<file path="src/design/mtfb_pkg.sv">
// ---------------------------------------------------------------------------
// mtfb_pkg
// Shared constants and types of the Modbus TCP float frame builder.
// ---------------------------------------------------------------------------
package mtfb_pkg;

	localparam int FRAME_LEN  = 29;
	localparam int NUM_LANES  = 4;
	localparam int FLOAT_BASE = 13;

	// 53-bit significand of the double nearest to 3.3
	localparam logic [52:0] SCALE_MANT = 53'h1A666666666666;

	localparam logic [7:0] MBAP_LENGTH      = 8'h17;
	localparam logic [7:0] FUNC_WRITE_MULTI = 8'h10;
	localparam logic [7:0] REG_QUANTITY     = 8'h08;
	localparam logic [7:0] PAYLOAD_BYTES    = 8'h10;

	localparam logic [4:0] POS_TXN_HI   = 5'd0;
	localparam logic [4:0] POS_TXN_LO   = 5'd1;
	localparam logic [4:0] POS_PROTO_HI = 5'd2;
	localparam logic [4:0] POS_PROTO_LO = 5'd3;
	localparam logic [4:0] POS_LEN_HI   = 5'd4;
	localparam logic [4:0] POS_LEN_LO   = 5'd5;
	localparam logic [4:0] POS_UNIT     = 5'd6;
	localparam logic [4:0] POS_FUNC     = 5'd7;
	localparam logic [4:0] POS_START_HI = 5'd8;
	localparam logic [4:0] POS_START_LO = 5'd9;
	localparam logic [4:0] POS_QTY_HI   = 5'd10;
	localparam logic [4:0] POS_QTY_LO   = 5'd11;
	localparam logic [4:0] POS_BCOUNT   = 5'd12;
	localparam logic [4:0] POS_LAST     = 5'd28;

	localparam logic CFG_UNIT_IDENT     = 1'b0;
	localparam logic CFG_REGISTER_START = 1'b1;

	typedef struct packed {
		logic [15:0]      txn;
		logic [3:0][31:0] floats;
	} frame_t;

	typedef struct packed {
		logic [7:0]  unit;
		logic [15:0] start;
	} hdr_cfg_t;

endpackage

</file>
<file path="src/design/modbus_tcp_float_frame_builder_core.sv">
// ---------------------------------------------------------------------------
// modbus_tcp_float_frame_builder_core
// Builds a 29-byte Modbus TCP write-multiple-registers frame of four
// scaled floats from one input transaction.
// ---------------------------------------------------------------------------
// Usage:
//   input channel (in_valid/in_stall) takes a transaction number and four
//   converter counts. output channel (out_valid/out_stall) gives 29
//   transactions, one frame byte each with its position, last_byte on 28.
//   cfg_we/cfg_index/cfg_data write unit_ident (0) and register_start (1)
//   while idle; both are read live while the frame goes out.
//   Four conversion lanes run in parallel; the first byte is offered once
//   their results are registered and loaded into the byte serializer.
//   The byte serializer sends the frame out byte by byte; the next input
//   is accepted as soon as the previous result moves into the
//   serializer, so frames follow back to back while out_stall is low.
//   A stalled receiver holds the current byte; the input then stalls once
//   one further item waits behind the frame being sent.
//   Reset clears all control state; unit_ident returns to 1 and
//   register_start to 0.
// ---------------------------------------------------------------------------
module modbus_tcp_float_frame_builder_core #(
	parameter int COUNT_BITS = 12
) (
	input  logic                  clk,
	input  logic                  arst_n,
	input  logic                  in_valid,
	output logic                  in_stall,
	input  logic [15:0]           transaction_number,
	input  logic [COUNT_BITS-1:0] battery_current_count,
	input  logic [COUNT_BITS-1:0] upper_current_count,
	input  logic [COUNT_BITS-1:0] lower_current_count,
	input  logic [COUNT_BITS-1:0] battery_voltage_count,
	output logic                  out_valid,
	input  logic                  out_stall,
	output logic [7:0]            frame_byte,
	output logic [4:0]            byte_position,
	output logic                  last_byte,
	input  logic                  cfg_we,
	input  logic                  cfg_index,
	input  logic [15:0]           cfg_data
);

	mtfb_pkg::hdr_cfg_t cfg_q;
	mtfb_pkg::frame_t   frame_in;
	logic [15:0]        txn_q;
	logic               pend_q, res_q;
	logic               accept, load, ending;
	logic [3:0]         done;
	logic [3:0][31:0]   bits;
	logic [3:0][COUNT_BITS-1:0] counts;

	assign accept   = in_valid & ~in_stall;
	assign in_stall = pend_q;
	assign load     = res_q & (~out_valid | ending);

	always_ff @(posedge clk or negedge arst_n) begin
		if (!arst_n) begin
			cfg_q.unit  <= 8'd1;
			cfg_q.start <= 16'd0;
		end else if (cfg_we) begin
			case (cfg_index)
				mtfb_pkg::CFG_UNIT_IDENT:     cfg_q.unit  <= cfg_data[7:0];
				mtfb_pkg::CFG_REGISTER_START: cfg_q.start <= cfg_data;
				default: ;
			endcase
		end
	end

	// one item in the lanes or waiting for the serializer
	always_ff @(posedge clk or negedge arst_n) begin
		if (!arst_n) begin
			pend_q <= 1'b0;
			res_q  <= 1'b0;
		end else begin
			if (accept) pend_q <= 1'b1;
			else if (load) pend_q <= 1'b0;
			if (done[0]) res_q <= 1'b1;
			else if (load) res_q <= 1'b0;
		end
	end

	always_ff @(posedge clk) begin
		if (accept) txn_q <= transaction_number;
	end

	assign counts = {battery_voltage_count, lower_current_count,
		upper_current_count, battery_current_count};

	for (genvar g = 0; g < mtfb_pkg::NUM_LANES; g++) begin : g_lane
		mtfb_lane #(.COUNT_BITS(COUNT_BITS)) u_lane (
			.clk    (clk),
			.arst_n (arst_n),
			.start  (accept),
			.count  (counts[g]),
			.done   (done[g]),
			.bits   (bits[g])
		);
	end

	assign frame_in.txn    = txn_q;
	assign frame_in.floats = bits;

	mtfb_serializer u_ser (
		.clk           (clk),
		.arst_n        (arst_n),
		.load          (load),
		.frame_in      (frame_in),
		.cfg           (cfg_q),
		.out_stall     (out_stall),
		.out_valid     (out_valid),
		.ending        (ending),
		.frame_byte    (frame_byte),
		.byte_position (byte_position),
		.last_byte     (last_byte)
	);

`ifndef SYNTHESIS
	a_lanes_agree: assert property (@(posedge clk) disable iff (!arst_n)
		$onehot0(done) == 1'b0 || done == 4'hF || done == 4'h0)
		else $error("lanes out of step");
	a_accept_blocks: assert property (@(posedge clk) disable iff (!arst_n)
		accept |=> in_stall)
		else $error("second item accepted while one is pending");
	a_load_starts: assert property (@(posedge clk) disable iff (!arst_n)
		load |=> (out_valid && byte_position == 5'd0))
		else $error("frame did not start at position zero");
	a_no_lost_result: assert property (@(posedge clk) disable iff (!arst_n)
		res_q |-> pend_q)
		else $error("result without pending item");
`endif

endmodule

</file>
<file path="src/design/mtfb_lane.sv">
// ---------------------------------------------------------------------------
// mtfb_lane
// Converts one converter count to IEEE single volts (count*3.3/4096),
// rounding to double first and then to single, in a five stage pipeline.
// ---------------------------------------------------------------------------
module mtfb_lane #(
	parameter int COUNT_BITS = 12
) (
	input  logic                  clk,
	input  logic                  arst_n,
	input  logic                  start,
	input  logic [COUNT_BITS-1:0] count,
	output logic                  done,
	output logic [31:0]           bits
);

	localparam int PW = COUNT_BITS + 53;
	localparam int LW = $clog2(PW);

	logic [COUNT_BITS+26:0] lo_s1;
	logic [COUNT_BITS+25:0] hi_s1;
	logic [PW-1:0]          prod_s2;
	logic [PW-1:0]          norm_s3;
	logic [7:0]             exp_s3;
	logic [52:0]            md_s4;
	logic [7:0]             ed_s4;
	logic [31:0]            bits_s5;
	logic                   zero_s1, zero_s2, zero_s3, zero_s4;
	logic                   v_s1, v_s2, v_s3, v_s4, v_s5;

	logic [LW-1:0] lead;
	logic [52:0]   dm;
	logic          dg, dst, dup;
	logic [53:0]   dsum;
	logic [23:0]   sm;
	logic          sg, sst, sup;
	logic [24:0]   ssum;

	always_ff @(posedge clk or negedge arst_n) begin
		if (!arst_n) begin
			v_s1 <= 1'b0;
			v_s2 <= 1'b0;
			v_s3 <= 1'b0;
			v_s4 <= 1'b0;
			v_s5 <= 1'b0;
		end else begin
			v_s1 <= start;
			v_s2 <= v_s1;
			v_s3 <= v_s2;
			v_s4 <= v_s3;
			v_s5 <= v_s4;
		end
	end

	// leading one of the exact product
	always_comb begin
		lead = '0;
		for (int i = 0; i < PW; i++) begin
			if (prod_s2[i]) lead = LW'(i);
		end
	end

	always_comb begin
		dm   = norm_s3[PW-1 -: 53];
		dg   = norm_s3[PW-54];
		dst  = |norm_s3[PW-55:0];
		dup  = dg & (dst | dm[0]);
		dsum = {1'b0, dm} + 54'(dup);
		sm   = md_s4[52:29];
		sg   = md_s4[28];
		sst  = |md_s4[27:0];
		sup  = sg & (sst | sm[0]);
		ssum = {1'b0, sm} + 25'(sup);
	end

	always_ff @(posedge clk) begin
		lo_s1   <= count * mtfb_pkg::SCALE_MANT[26:0];
		hi_s1   <= count * mtfb_pkg::SCALE_MANT[52:27];
		zero_s1 <= (count == '0);

		prod_s2 <= {hi_s1, 27'b0} + PW'(lo_s1);
		zero_s2 <= zero_s1;

		// product is scaled by 2^-63 in total
		norm_s3 <= prod_s2 << (LW'(PW - 1) - lead);
		exp_s3  <= 8'(lead) + 8'd64;
		zero_s3 <= zero_s2;

		if (dsum[53]) begin
			md_s4 <= dsum[53:1];
			ed_s4 <= exp_s3 + 8'd1;
		end else begin
			md_s4 <= dsum[52:0];
			ed_s4 <= exp_s3;
		end
		zero_s4 <= zero_s3;

		// result is held until the next transaction reaches the last stage
		if (v_s4) begin
			if (zero_s4)
				bits_s5 <= '0;
			else if (ssum[24])
				bits_s5 <= {1'b0, ed_s4 + 8'd1, 23'd0};
			else
				bits_s5 <= {1'b0, ed_s4, ssum[22:0]};
		end
	end

	assign done = v_s5;
	assign bits = bits_s5;

endmodule

</file>
<file path="src/design/mtfb_serializer.sv">
// ---------------------------------------------------------------------------
// mtfb_serializer
// Merges the lane results and header fields into a frame and sends it
// one byte per transaction.
// ---------------------------------------------------------------------------
module mtfb_serializer (
	input  logic               clk,
	input  logic               arst_n,
	input  logic               load,
	input  mtfb_pkg::frame_t   frame_in,
	input  mtfb_pkg::hdr_cfg_t cfg,
	input  logic               out_stall,
	output logic               out_valid,
	output logic               ending,
	output logic [7:0]         frame_byte,
	output logic [4:0]         byte_position,
	output logic               last_byte
);

	mtfb_pkg::frame_t frame_q;
	logic             busy_q;
	logic [4:0]       pos_q;
	logic [4:0]       off;
	logic [31:0]      fsel;
	logic             adv;

	assign adv    = busy_q & ~out_stall;
	assign ending = adv & (pos_q == mtfb_pkg::POS_LAST);

	always_ff @(posedge clk or negedge arst_n) begin
		if (!arst_n) begin
			busy_q <= 1'b0;
			pos_q  <= '0;
		end else if (load) begin
			busy_q <= 1'b1;
			pos_q  <= '0;
		end else if (adv) begin
			busy_q <= (pos_q != mtfb_pkg::POS_LAST);
			pos_q  <= pos_q + 5'd1;
		end
	end

	always_ff @(posedge clk) begin
		if (load) frame_q <= frame_in;
	end

	always_comb begin
		off  = pos_q - 5'(mtfb_pkg::FLOAT_BASE);
		fsel = frame_q.floats[off[3:2]];
		case (pos_q)
			mtfb_pkg::POS_TXN_HI:   frame_byte = frame_q.txn[15:8];
			mtfb_pkg::POS_TXN_LO:   frame_byte = frame_q.txn[7:0];
			mtfb_pkg::POS_PROTO_HI: frame_byte = 8'h00;
			mtfb_pkg::POS_PROTO_LO: frame_byte = 8'h00;
			mtfb_pkg::POS_LEN_HI:   frame_byte = 8'h00;
			mtfb_pkg::POS_LEN_LO:   frame_byte = mtfb_pkg::MBAP_LENGTH;
			mtfb_pkg::POS_UNIT:     frame_byte = cfg.unit;
			mtfb_pkg::POS_FUNC:     frame_byte = mtfb_pkg::FUNC_WRITE_MULTI;
			mtfb_pkg::POS_START_HI: frame_byte = cfg.start[15:8];
			mtfb_pkg::POS_START_LO: frame_byte = cfg.start[7:0];
			mtfb_pkg::POS_QTY_HI:   frame_byte = 8'h00;
			mtfb_pkg::POS_QTY_LO:   frame_byte = mtfb_pkg::REG_QUANTITY;
			mtfb_pkg::POS_BCOUNT:   frame_byte = mtfb_pkg::PAYLOAD_BYTES;
			default: begin
				// word-swapped float bytes: CDAB
				case (off[1:0])
					2'd0:    frame_byte = fsel[15:8];
					2'd1:    frame_byte = fsel[7:0];
					2'd2:    frame_byte = fsel[31:24];
					default: frame_byte = fsel[23:16];
				endcase
			end
		endcase
	end

	assign out_valid     = busy_q;
	assign byte_position = pos_q;
	assign last_byte     = (pos_q == mtfb_pkg::POS_LAST);

endmodule
</file>
<file path="config.mk">
export PLATFORM = sky130hd
export DESIGN_NAME = modbus_tcp_float_frame_builder_core
export DESIGN_NICKNAME = d
export VERILOG_FILES = /design/src/design/mtfb_pkg.sv /design/src/design/modbus_tcp_float_frame_builder_core.sv /design/src/design/mtfb_lane.sv /design/src/design/mtfb_serializer.sv
export SDC_FILE = /design/constraint.sdc
export NUM_CORES = 2
export LEC_CHECK = 0
export BUFFER_PORTS_ARGS = -buffer_cell sky130_fd_sc_hd__buf_2
export CORE_MARGIN = 2
export CORE_UTILIZATION = 36
export CTS_CLUSTER_SIZE = 40
export DETAILED_ROUTE_END_ITERATION = 8
export GPL_TIMING_DRIVEN = 0
export PLACE_DENSITY = 0.6
export REMOVE_ABC_BUFFERS = 1
export SETUP_SLACK_MARGIN = 0.15
export SLEW_MARGIN = 30
export SYNTH_ARGS = -nofsm -noshare
export SYNTH_HDL_FRONTEND = slang
export SYNTH_SLANG_ARGS = --single-unit
</file>
<file path="constraint.sdc">
create_clock -name clk -period 8.05 [get_ports clk]
set_clock_uncertainty 0.15 [all_clocks]
set_input_delay 1.2075 -clock clk [delete_from_list [all_inputs] [get_ports clk]]
set_output_delay 1.2075 -clock clk [all_outputs]
set_load 0.05 [all_outputs]
</file>
==> flow_summary_export.csv <==
group,metric,value,unit
detailed_routing,route.detailed.drc,0,
timing,final-max-slew-violation-count,0,
min_path,whs_path_depth,0,
worst_setup_path,max_stage_delay,480,ps
floorplan,rows,175,
yosys,ys_seq_elements,1333,
timing,rsz0062_at_grt,"no",
worst_setup_path,crit_path_end_kind,"flop",
clock_tree,tritoncts,"done",
worst_setup_path,critical_path_arrival,7960,ps
worst_setup_path,crit_fanout,67,
timing,slew_headroom,32.7,%
floorplan,fp.dieArea,232000,um2
layout,final_area,91400,um2
yosys,synth_top_area_cell,"dfxtp_1",
yosys,syn_area_per_cell,9.75,um2
yosys,synth_flop_cell,"dfxtp_1",
global_routing,grt_util_all_layers,18.9,%
worst_setup_path,required,8470,ps
min_path,min_from,"g_lane[3].u_lane.lo_s1[24]",
timing,fmax,0.133,GHz
detailed_routing,first_iter_violations,4836,
yosys,synthAdderAreaFrac,13.9,%
global_routing,grt_max_degree,68,
yosys,synth_area,82300,um2
clock_tree,clkTransAtPathRegs,60,ps
floorplan,num_io_pins,102,
floorplan,core_area,227000,um2
yosys,synth_area_leaders,"dfxtp_1 (25%), edfxtp_1 (10%), ha_1 (8.2%)",
worst_setup_path,critPathSlowestCell,"a21oi_1",
floorplan,initial_utilization,36.2,%
global_routing,first_global_vias,61800,
yosys,synth-compound-area-share,11.7,%
placed_design,pre_cts_ws,-290,ps
layout,drive_above_1_share,9.61,%
yosys,synth_top_cells_by_count,"dfxtp_1 (1016), nor2_1 (763), nand2_1 (672)",
clock_tree,cts_sinks,1333,
placed_design,gp_congestion,0.920,
worst_setup_path,r2r_cells,23,
worst_setup_path,r2r_end,"g_lane[2].u_lane.norm_s3[61]",
min_path,hold_class,"flop to flop",
detailed_routing,detail-route-antenna-nets,0,
timing,hold_viol_final,0,
status,outcome,"finished clean",
worst_setup_path,timing.rr.start,"g_lane[2].u_lane.prod_s2[31]",
yosys,synth_seq_area_share,36.1,%
clock_tree,clock_path_buffers,3,
yosys,synth_top_area_share,24.7,%
placed_design,placed_area,86500,um2
detailed_routing,drt-vias-per-instance,5.44,
worst_setup_path,crit_chain,"or3_1 -> nor3_1 -> nor4b_1 -> a22oi_1 -> a221oi_4 -> nor2_4 -> buf_16 -> buf_16 -> clkinv_2 -> ha_4 -> buf_16 -> buf_12 -> nor2b_2 -> and2_1 -> or3b_1 -> nand3_2 -> buf_16 -> mux2i_1 -> o22ai_1 -> a21oi_1 -> mux2i_1 -> a211oi_1 -> o22ai_1",
yosys,muxShareOfSynthArea,12.0,%
layout,syn_to_final_growth,11.2,%
placed_design,portBuffers,101,
floorplan,die_x,482,um
yosys,netlist_instances,8433,
yosys,synth_top_family_by_area,"simple AND/OR/NAND/NOR gates",
global_routing,grt_first_pass_wirelength,353000,um
worst_setup_path,critPathLaunch,"g_lane[2].u_lane.prod_s2[31]",
placed_design,dp_hpwl,177000,um
worst_setup_path,cp-start-kind,"flop",
detailed_routing,detail_route.wl_per_cell,19.4,um
clock_tree,cts_root_buf,"clkbuf_16",
flow_run,drv_cap,0,
clock_tree,numCtsBuffers,143,
global_routing,grt-ovfl-total,0,
worst_setup_path,path_class,"flop to flop",
yosys,netlist-cell-type-count,109,
floorplan,die_y,482,um
clock_tree,clock_latency,800,ps
layout,final_cells,11500,
yosys,async_flop_share,2.78,%
min_path,whs_endpoint,"g_lane[3].u_lane.prod_s2[24]",
worst_setup_path,cp_common_cell,"buf_16",
worst_setup_path,reg2reg_slack,510,ps
layout,final_util,40.2,%
timing,worstMarginPinSlew,999,ps
placed_design,placedCellCount,11200,
detailed_routing,dr.pass1.iters,8,
layout,final_net_count,9223,
timing,finalWorstSetupSlack,510,ps
yosys,yosys.area_share.xor_xnor,7.04,%
global_routing,antenna_found_initial,6,
yosys,yosysMostFrequentCell,"dfxtp_1",
timing,setup_viol,0,
timing,fin_crit_sh,93.7,%
clock_tree,htree_levels,4,
yosys,yosys.area_share.simple,14.7,%
yosys,synth-edff-count,280,
timing,fin_crit,7540,ps
clock_tree,cts_hold_buf,0,
detailed_routing,vias,62500,
detailed_routing,routed_wl,223000,um
yosys,yosys_warnings,0,
-- repair_timing --
action / in CTS / in global routing
setup buffers: 1 / 0
gates resized for setup: 1 / 4
pin swaps: 1 / 0
setup endpoints to repair: 13 / 30
-- sequential cells by signal, summed over array words and instances, names as in the netlist, 5 cells and up --
name,flops
cfg_q,24
g_lane.u_lane.bits,124
g_lane.u_lane.ed_s4,32
g_lane.u_lane.exp_s3,32
g_lane.u_lane.hi_s1,60
g_lane.u_lane.lo_s1,152
g_lane.u_lane.md_s4,212
g_lane.u_lane.norm_s3,256
g_lane.u_lane.prod_s2,256
txn_q,16
u_ser.byte_position,5
u_ser.frame_q,140
-- routing by layer --
metal  up-vias  share of wire (%)  global-route usage, %
met5         -             0.0058                      0
met4         2                2.3                   5.11
met3       324                5.1                   2.39
met2      1872                 47                   31.3
met1     30300                 46                   25.9
li1      30000                  -                      -
-- critical path, delay by kind of cell (launching register included) --
kind / cells / cell delay [ps]
muxes: 2 / 540
buffers and inverters: 6 / 1510
adders and majority gates: 1 / 300
DFF: 1 / 420
and+or+nand+nor: 8 / 2550
AOI/OAI and AO/OA: 6 / 1750
-- cells by family after synthesis --
kind of cell	count (synthesis)
buf+inv	954
flops	1333
mux	733
compound gates	1445
simple gates	2540
fa+ha+maj	774
xor+xnor	654
-- per-stage QoR --
step / hold WS, ps / TNS (ps)
final: 172 / 0
after global routing: 181 / 0
after CTS: 174 / 0
after detailed placement: 162 / -566
after global placement: 161 / -351890
after floorplan: 160 / -19440
-- how the worst max path moves through the flow --
| stage | end | slack [ps] | depth (start not counted) |
|---|---|---|---|
| after floorplan | g_lane[2].u_lane.norm_s3[39] | -610 | 14 |
| after global placement | g_lane[2].u_lane.norm_s3[53] | -4530 | 14 |
| after detailed placement | g_lane[2].u_lane.norm_s3[60] | -290 | 23 |
| after CTS | g_lane[2].u_lane.norm_s3[61] | 360 | 23 |
| after global routing | g_lane[2].u_lane.norm_s3[60] | 160 | 22 |
| final | g_lane[2].u_lane.norm_s3[61] | 510 | 23 |
-- layout make-up --
| class | count | area [um2] |
|---|---|---|
| multi-input combinational | 6146 | 49300 |
| antenna | 3 | 7.51 |
| sequential | 1333 | 29700 |
| timing repair buffer | 169 | 1750 |
| clock buffer | 189 | 3970 |
| clock inverter | 70 | 812 |
| inverter | 570 | 2150 |
| tap | 3009 | 3760 |
| fill | 22200 | 136000 |
-- layout by cell type, fill, tap and decap left out, types with 101 or more instances in the layout --
cell type and n:
clkbuf_16 144, mux2i_1 467, a21oi_1 380, nand2_1 670, fa_1 232, nor2_1 753, ha_1 538, xor2_1 283
and3_1 131, edfxtp_1 280, nand4_1 119, a22oi_1 101, mux4_2 197, nor3_1 118, nor4_1 109, dfxtp_1 1015
nand3_1 252, o21ai_0 233, xnor2_1 353, inv_1 555
Power is left out: the tool's default activity adds up to more than one toggle a clock period on the data nets, which glitch-free logic cannot reach.
